## src/sv/ffha_pkg.sv

```systemverilog
// Shared types, constants and helpers of the first-fit heap allocator.
package ffha_pkg;

   localparam int AW = 20;
   localparam int BW = 21;
   localparam int PAGE_SHIFT = 12;
   localparam int MAX_PAGES = 256;

   localparam logic        CMD_ALLOC = 1'b0;
   localparam logic        CMD_FREE  = 1'b1;

   localparam logic [7:0]  REG_HEAP_BASE     = 8'd0;
   localparam logic [7:0]  REG_INITIAL_PAGES = 8'd1;
   localparam logic [7:0]  REG_GROW_PAGES    = 8'd2;
   localparam logic [7:0]  REG_MAX_PAGES     = 8'd3;

   localparam logic [31:0] HEAP_BASE_RST  = 32'hD000_0000;
   localparam logic [8:0]  INIT_PAGES_RST = 9'd16;
   localparam logic [8:0]  GROW_PAGES_RST = 9'd8;
   localparam logic [8:0]  MAX_PAGES_RST  = 9'd256;

   localparam logic [31:0] SIZE_LIMIT = 32'h7FFF_FFFF;
   localparam logic [31:0] ALIGN_MASK = 32'h0000_0007;
   localparam logic [31:0] HDR_WORD   = 32'd16;
   localparam logic [31:0] SPLIT_MIN  = 32'd24;
   localparam logic [AW-1:0] HDR_SZ   = AW'(16);
   localparam logic [AW-1:0] PAGE_SZ  = AW'(4096);
   localparam logic [AW-1:0] FRESH_SZ = AW'(4080);

   typedef struct packed {
      logic [AW-1:0] off;
      logic [AW-1:0] sz;
      logic          fr;
   } entry_type;

   typedef struct packed {
      logic          vld;
      logic          hit;
      logic [AW-1:0] hit_off;
      logic [AW-1:0] hit_sz;
      logic          hit_fr;
      logic          prv_fr;
      logic [AW-1:0] prv_off;
      logic [AW-1:0] prv_sz;
      logic          nxt_seen;
      logic          nxt_fr;
      logic [AW-1:0] nxt_sz;
      logic [AW-1:0] last_off;
      logic [AW-1:0] last_sz;
      logic          last_fr;
   } scan_type;

   typedef struct packed {
      logic          mode_free;
      logic [31:0]   want;
      logic [31:0]   arel;
      entry_type     wdata;
   } bcast_type;

   function automatic logic [8:0] clamp_pages(input logic [8:0] v);
      logic [8:0] r;
      r = v;
      if (v == 9'd0) begin
         r = 9'd1;
      end else if (v > 9'(MAX_PAGES)) begin
         r = 9'(MAX_PAGES);
      end
      return r;
   endfunction

   function automatic logic [BW-1:0] page_bytes(input logic [8:0] p);
      return {p, {PAGE_SHIFT{1'b0}}};
   endfunction

endpackage

```

## src/sv/ffha_cell.sv

```systemverilog
// One cell of the block table: holds an entry, shifts it, and forwards the scan word.
module ffha_cell #(
   parameter int IW = 6
) (
   input  logic                 clock,
   input  logic                 reset,
   input  ffha_pkg::bcast_type  bc,
   input  logic                 wr,
   input  logic                 up,
   input  logic                 dn,
   input  logic                 live,
   input  ffha_pkg::entry_type  left,
   input  ffha_pkg::entry_type  right,
   output ffha_pkg::entry_type  ent,
   input  ffha_pkg::scan_type   rin,
   input  logic [IW-1:0]        rin_pos,
   input  logic [IW-1:0]        rin_idx,
   output ffha_pkg::scan_type   rout,
   output logic [IW-1:0]        rout_pos,
   output logic [IW-1:0]        rout_idx
);

   ffha_pkg::entry_type ent_ff, ent_in;
   ffha_pkg::scan_type  rec_ff, rec_in;
   logic [IW-1:0]       pos_ff, pos_in;
   logic [IW-1:0]       idx_ff, idx_in;
   logic                match;

   always_comb begin
      ent_in = ent_ff;
      if (wr) begin
         ent_in = bc.wdata;
      end else if (up) begin
         ent_in = left;
      end else if (dn) begin
         ent_in = right;
      end
   end

   always_comb begin
      rec_in = rin;
      pos_in = rin_pos + IW'(1);
      idx_in = rin_idx;
      if (bc.mode_free) begin
         match = (32'(ent_ff.off) == bc.arel);
      end else begin
         match = ent_ff.fr && (32'(ent_ff.sz) >= bc.want);
      end
      if (rin.vld && live) begin
         if (!rin.hit) begin
            if (match) begin
               rec_in.hit     = 1'b1;
               rec_in.hit_off = ent_ff.off;
               rec_in.hit_sz  = ent_ff.sz;
               rec_in.hit_fr  = ent_ff.fr;
               rec_in.prv_fr  = rin.last_fr;
               rec_in.prv_off = rin.last_off;
               rec_in.prv_sz  = rin.last_sz;
               idx_in         = rin_pos;
            end
         end else if (!rin.nxt_seen) begin
            rec_in.nxt_seen = 1'b1;
            rec_in.nxt_fr   = ent_ff.fr;
            rec_in.nxt_sz   = ent_ff.sz;
         end
         rec_in.last_off = ent_ff.off;
         rec_in.last_sz  = ent_ff.sz;
         rec_in.last_fr  = ent_ff.fr;
      end
   end

   always_ff @(posedge clock) begin
      ent_ff <= ent_in;
      pos_ff <= pos_in;
      idx_ff <= idx_in;
   end

   always_ff @(posedge clock) begin
      if (reset) begin
         rec_ff <= '0;
      end else begin
         rec_ff <= rec_in;
      end
   end

   assign ent      = ent_ff;
   assign rout     = rec_ff;
   assign rout_pos = pos_ff;
   assign rout_idx = idx_ff;

endmodule

```

## config.mk

```make
export PLATFORM = sky130hd
export DESIGN_NAME = ffha_cell
export DESIGN_NICKNAME = d
export VERILOG_FILES = /design/src/sv/ffha_pkg.sv /design/src/sv/ffha_cell.sv
export SDC_FILE = /design/constraint.sdc
export NUM_CORES = 1
export LEC_CHECK = 0
export BUFFER_PORTS_ARGS = -buffer_cell sky130_fd_sc_hd__buf_2
export CORE_AREA = 2 2 218 220
export CTS_CLUSTER_DIAMETER = 60
export DETAILED_ROUTE_END_ITERATION = 10
export DIE_AREA = 0 0 220 222
export GPL_ROUTABILITY_DRIVEN = 1
export PLACE_DENSITY_LB_ADDON = 0.08
export REMOVE_ABC_BUFFERS = 1
export SYNTH_ARGS = -nofsm -noshare
export SYNTH_HDL_FRONTEND = slang
export SYNTH_SLANG_ARGS = --single-unit
```

## constraint.sdc

```tcl
create_clock -name clock -period 3.5 [get_ports clock]
set_clock_uncertainty 0.1 [all_clocks]
set_input_delay 0 -clock clock [delete_from_list [all_inputs] [get_ports clock]]
set_output_delay 0 -clock clock [all_outputs]
set_load 0.005 [all_outputs]
```

# After elaboration in Yosys (flattened, before gate mapping)
# Index checks and enable logic that the tools add are counted.
[totals]
in_bits = 353
output_inout_bits = 200
register_bits = 200
[classes]
order_cmp = 1
eq_ne = 1
add_sub_neg = 1
n_reduce_logical = 3
muxes = 12
[ops]
columns = ["operator", "count"]
rows = [
  ["83-bit 2-to-1 mux", 2],
  ["146-bit 2-to-1 mux", 1],
  ["41-bit 2-to-1 mux", 3],
  ["20-bit by 32-bit == test with 1-bit output", 1],
  ["20-bit by 32-bit greater-or-equal comparator with 1-bit output", 1],
  ["22-bit 2-to-1 mux", 1],
  ["21-bit 2-to-1 mux", 1],
  ["6-bit 2-to-1 mux", 3],
  ["6-bit by 1-bit adder with 6-bit output, second input constant", 1],
  ["3-bit nonzero test", 1],
  ["1-bit logical AND", 2],
  ["1-bit 2-to-1 mux", 1],
]

# Logic depth before layout (Yosys ltp)
[logic_depth]
depth_word = 6
ltp_mapped = 10
mapped_depth_nobuf = 8

# Worst setup path after synthesis
# Ideal clock, no wire load.
[synth_timing]
path_type = "reg-to-reg"
from = "register ent_ff, in the netlist ent[14]"
to = "register rec_ff, in the netlist rout[106]"
required_ns = 3.283
n_path_buf = 1
t_arrival_ns = 2.204
path_stages_with_launch = 9
slack_ns = 1.079
cell_sequence = "edfxtp_1 > ha_1 > a21oi_1 > o211ai_1 > or4b_1 > a31oi_2 > o21ai_2 > buf_2 > a22o_1"
[synth_via]
elab_chain_cells = 6
[synth_lines]
columns = ["element", "line_no", "text"]
rows = [
  ["start, declared", "ffha_cell.sv:23", "ffha_pkg::entry_type ent_ff, ent_in;"],
  ["start signal, assigned", "ffha_cell.sv:73", "ent_ff <= ent_in;"],
  ["20-bit by 32-bit greater-or-equal comparator with 1-bit output", "ffha_cell.sv:47", "match = ent_ff.fr && (32'(ent_ff.sz) >= bc.want);"],
  ["1-bit logical AND", "ffha_cell.sv:47", ""],
  ["1-bit 2-to-1 mux", "ffha_cell.sv:44", "if (bc.mode_free) begin"],
  ["83-bit 2-to-1 mux", "ffha_cell.sv:51", "if (match) begin"],
  ["83-bit 2-to-1 mux", "ffha_cell.sv:50", "if (!rin.hit) begin"],
  ["146-bit 2-to-1 mux", "ffha_cell.sv:49", "if (rin.vld && live) begin"],
  ["end signal, assigned", "ffha_cell.sv:82", "rec_ff <= rec_in;"],
  ["end, declared", "ffha_cell.sv:24", "ffha_pkg::scan_type rec_ff, rec_in;"],
]
# No other way between the ends.
# A chain may end at the register's enable or synchronous reset.

# Worst setup path after layout
[layout_timing]
from = "register ent_ff, in the netlist ent[12]"
to = "register rec_ff, in the netlist rout[132]"
# Same word-level chain as after synthesis.

==> impl_metrics.py <==
metrics = {
    "critical_path": {
        "cp.required_ps": 3780,
        "worstSetupPathType": "reg -> reg",
        "critPathLaunchType": "register",
        "worstPathMaxFanout": 48,
        "arrival_ps": 3650,
        "end_kind": "register",
    },
    "clock_tree": {
        "cts_setup_buffers": 0,
        "cts.sink_count": 200,
        "htree_levels": 4,
        "cts_tree": "yes",
        "cts-root-buf": "clkbuf_16",
        "cts_buffer_depth": 2,
        "cts_inserted_buffers": 17,
        "path_clk_slew_ps": 80,
        "clk-insertion-delay-late_ps": 490,
    },
    "pwr": {
        "intPower_mw": 4.445,
        "power_density_mw_per_mm2": 405.5,
        "p_sw_frac": 0.2692,
        "power.share.clock": 0.365,
        "irDropWorstVdd_v": 0.0002539,
        "power_frac_comb": 0.198,
        "power.switching_mw": 1.637,
        "p_leak_nw": 7.243,
        "p_seq_frac": 0.437,
    },
    "floorplan": {
        "row_count": 79,
        "dieArea_mm2": 0.04884,
        "start_util": 0.1742,
        "die_x_um": 220,
        "core_area_mm2": 0.04626,
        "ios": 553,
        "dieHeight_um": 222,
    },
    "route": {
        "vias": 8967,
        "drc_errors": 0,
        "routed_via_density": 4.010,
        "ant_nets": 0,
        "routed_wirelength_um": 41260,
        "wl_per_cell_um": 18.45,
        "first_iter_violations": 258,
        "dr.pass1.iters": 6,
    },
    "grt": {
        "grt_use_total": 0.1669,
        "grt_pass1_wl_um": 58600,
        "grt_antenna_before_repair": 4,
        "grt_remaining_overflow": 0,
        "grt_max_degree": 83,
        "grt_pass1_vias": 9419,
    },
    "sta": {
        "rsz0062_at_grt": "false",
        "fin_crit_sh": 0.9615,
        "tightest_slew_ps": 808.3,
        "slew_headroom": 0.4562,
        "setup_viol": 0,
        "setup_ws_ps": 134.7,
        "fmax_mhz": 297.2,
        "setup_tns_ps": 0,
        "post-route-min-period_ps": 3365,
        "hold_viol": 0,
        "finalMaxSlewViolations": 0,
    },
    "hold_path": {
        "hold_class": "in -> reg",
    },
    "logic_synthesis": {
        "avgSynthCellArea_um2": 10.15,
        "synth_cells": 794,
        "synth_seq_area_share": 0.5477,
        "syn_area_mm2": 0.008059,
        "synth-seq-cells": 200,
        "ys_types": 41,
        "yosys_warnings": 0,
    },
    "placement": {
        "hpwl_um": 30540,
        "place_ws_ps": 182.5,
        "place_congestion": 0.7634,
        "port_buffers": 552,
        "dpl-instance-area_mm2": 0.01150,
    },
    "outcome": {
        "status": "finished clean",
    },
    "run": {
        "drv_cap": 0,
    },
    "finish": {
        "final_area_mm2": 0.01500,
        "final_cell_mix": "buf_2 (550), dlygate4sd3_1 (284), nand2_1 (170)",
        "fill_cells": 4939,
        "final_common_cell": "buf_2",
        "syn2layout_area_growth_pct": 86.10,
        "nets": 1987,
        "register_area_mm2": 0.004414,
        "multi_input_area_mm2": 0.003324,
        "layout-drive-gt1-share": 0.3795,
    },
}
what timing repair did:
| item | in CTS | in global routing |
|---|---|---|
| endpoints found under the setup margin | 0 | 4 |
| hold buffers | 284 | 0 |
| resized for setup | 0 | 2 |
| hold endpoints to repair | 200 | 0 |
final timing paths:
kind,start,to,slack (ps),cells past startpoint
worst max-delay path,ent[12]$_DFFE_PP_,rout[132]$_SDFF_PP0_,130,8
worst min-delay path,right[0],ent[0]$_DFFE_PP_,40,3
worst max register to register,ent[12]$_DFFE_PP_,rout[132]$_SDFF_PP0_,130,8
worst min register to register,ent[32]$_DFFE_PP_,rout[136]$_SDFF_PP0_,470,1
kinds of logic after synthesis:
group                      Yosys count  share of synthesized area
AOI/OAI and AO/OA                  210                     0.1757
xor gates and xnor gates            24                    0.02608
adders and majority gates           21                    0.03260
buffers and inverters               74                    0.04456
DFF                                200                     0.5477
muxes                               47                    0.05931
and+or+nand+nor                    218                     0.1140
layout make-up:
class                      instances  share of cell area
timing repair buffer             851              0.3849
antenna                            3           0.0005005
multi-input combinational        520              0.2217
tap                              607             0.05064
clock inverter                    13             0.01268
clock buffer                      19             0.02953
inverter                          23            0.005756
sequential                       200              0.2943
Yosys cell counts:
| cell | count | area share |
|---|---|---|
| and3_1 | 1 | 0.00078 |
| nor4_1 | 3 | 0.0023 |
| o211ai_1 | 1 | 0.00093 |
| buf_8 | 1 | 0.0019 |
| buf_1 | 5 | 0.0023 |
| a21oi_1 | 70 | 0.043 |
| xor2_1 | 20 | 0.022 |
| o31ai_4 | 1 | 0.0026 |
| edfxtp_1 | 41 | 0.15 |
| ha_1 | 21 | 0.033 |
| o21ai_2 | 1 | 0.0011 |
| nor2_1 | 16 | 0.0075 |
| o311ai_1 | 1 | 0.0011 |
| xnor2_1 | 4 | 0.0043 |
| a211oi_1 | 1 | 0.00093 |
| nor4b_2 | 2 | 0.0037 |
| o21a_1 | 2 | 0.0019 |
| or4_1 | 2 | 0.0019 |
| clkbuf_1 | 29 | 0.014 |
| a31oi_2 | 1 | 0.0016 |
| nor2b_1 | 1 | 0.00078 |
| a21o_1 | 2 | 0.0019 |
| o21ai_0 | 46 | 0.029 |
| mux2_2 | 6 | 0.0084 |
| or3_1 | 2 | 0.0016 |
| inv_1 | 23 | 0.011 |
| nand3_1 | 2 | 0.0012 |
| dfxtp_1 | 159 | 0.39 |
| a22o_1 | 82 | 0.089 |
| a2111oi_0 | 1 | 0.0011 |
| buf_6 | 8 | 0.011 |
| or4_4 | 1 | 0.0014 |
| o211ai_2 | 1 | 0.0016 |
| buf_2 | 8 | 0.0050 |
| nand4_1 | 9 | 0.0070 |
| or4b_1 | 1 | 0.0012 |
| nand2_1 | 171 | 0.080 |
| mux2i_1 | 41 | 0.051 |
| nor3_1 | 3 | 0.0019 |
| and2_1 | 1 | 0.00078 |
| nand2b_1 | 3 | 0.0023 |
power by group through the flow:
stage / clock network (mW) / logic, mW / registers, mW
finish: 2.22 / 1.20 / 2.66
global route: 2.40 / 1.33 / 2.68
CTS: 2.33 / 1.23 / 2.66
detailed placement: 0 / 0.944 / 2.71
global placement: 0 / 0.954 / 2.71
floorplan: 0 / 0.301 / 2.71
stage by stage:
stage / std cells / util / hold slack (ps) / power [mW]
global placement: 1917 / 0.2486 / 117.1 / 3.664
floorplan: 743 / - / -43.48 / 3.009
finish: 2236 / 0.3242 / 41.36 / 6.082
detailed placement: 1917 / 0.2486 / 115.7 / 3.658
global route: 2236 / 0.3242 / 51.23 / 6.414
CTS: 2233 / 0.3238 / 2.561 / 6.221
state kept, by name, summed over array words and instances, names as in the netlist:
| signal | flops |
|---|---|
| rout_pos | 6 |
| rout | 147 |
| ent | 41 |
| rout_idx | 6 |
worst max-delay path, cell delays in order (launching register included):
cell	delay [ps]
edfxtp_1	440
ha_1	350
nand4_1	180
or4_1	690
a31oi_4	340
o21ai_4	120
buf_12	210
a22o_1	250
dlygate4sd3_1	540
layer usage:
layer	global-route usage	vias up	wire length, um	share of wire
li1	-	4432	-	-
met1	0.1839	4175	16450	0.40
met2	0.3025	327	21220	0.51
met3	0.05089	31	2857	0.069
met4	0.05261	2	714	0.017
met5	0	-	16	0.00039
Note: power is estimated with default switching activity, not from simulation.
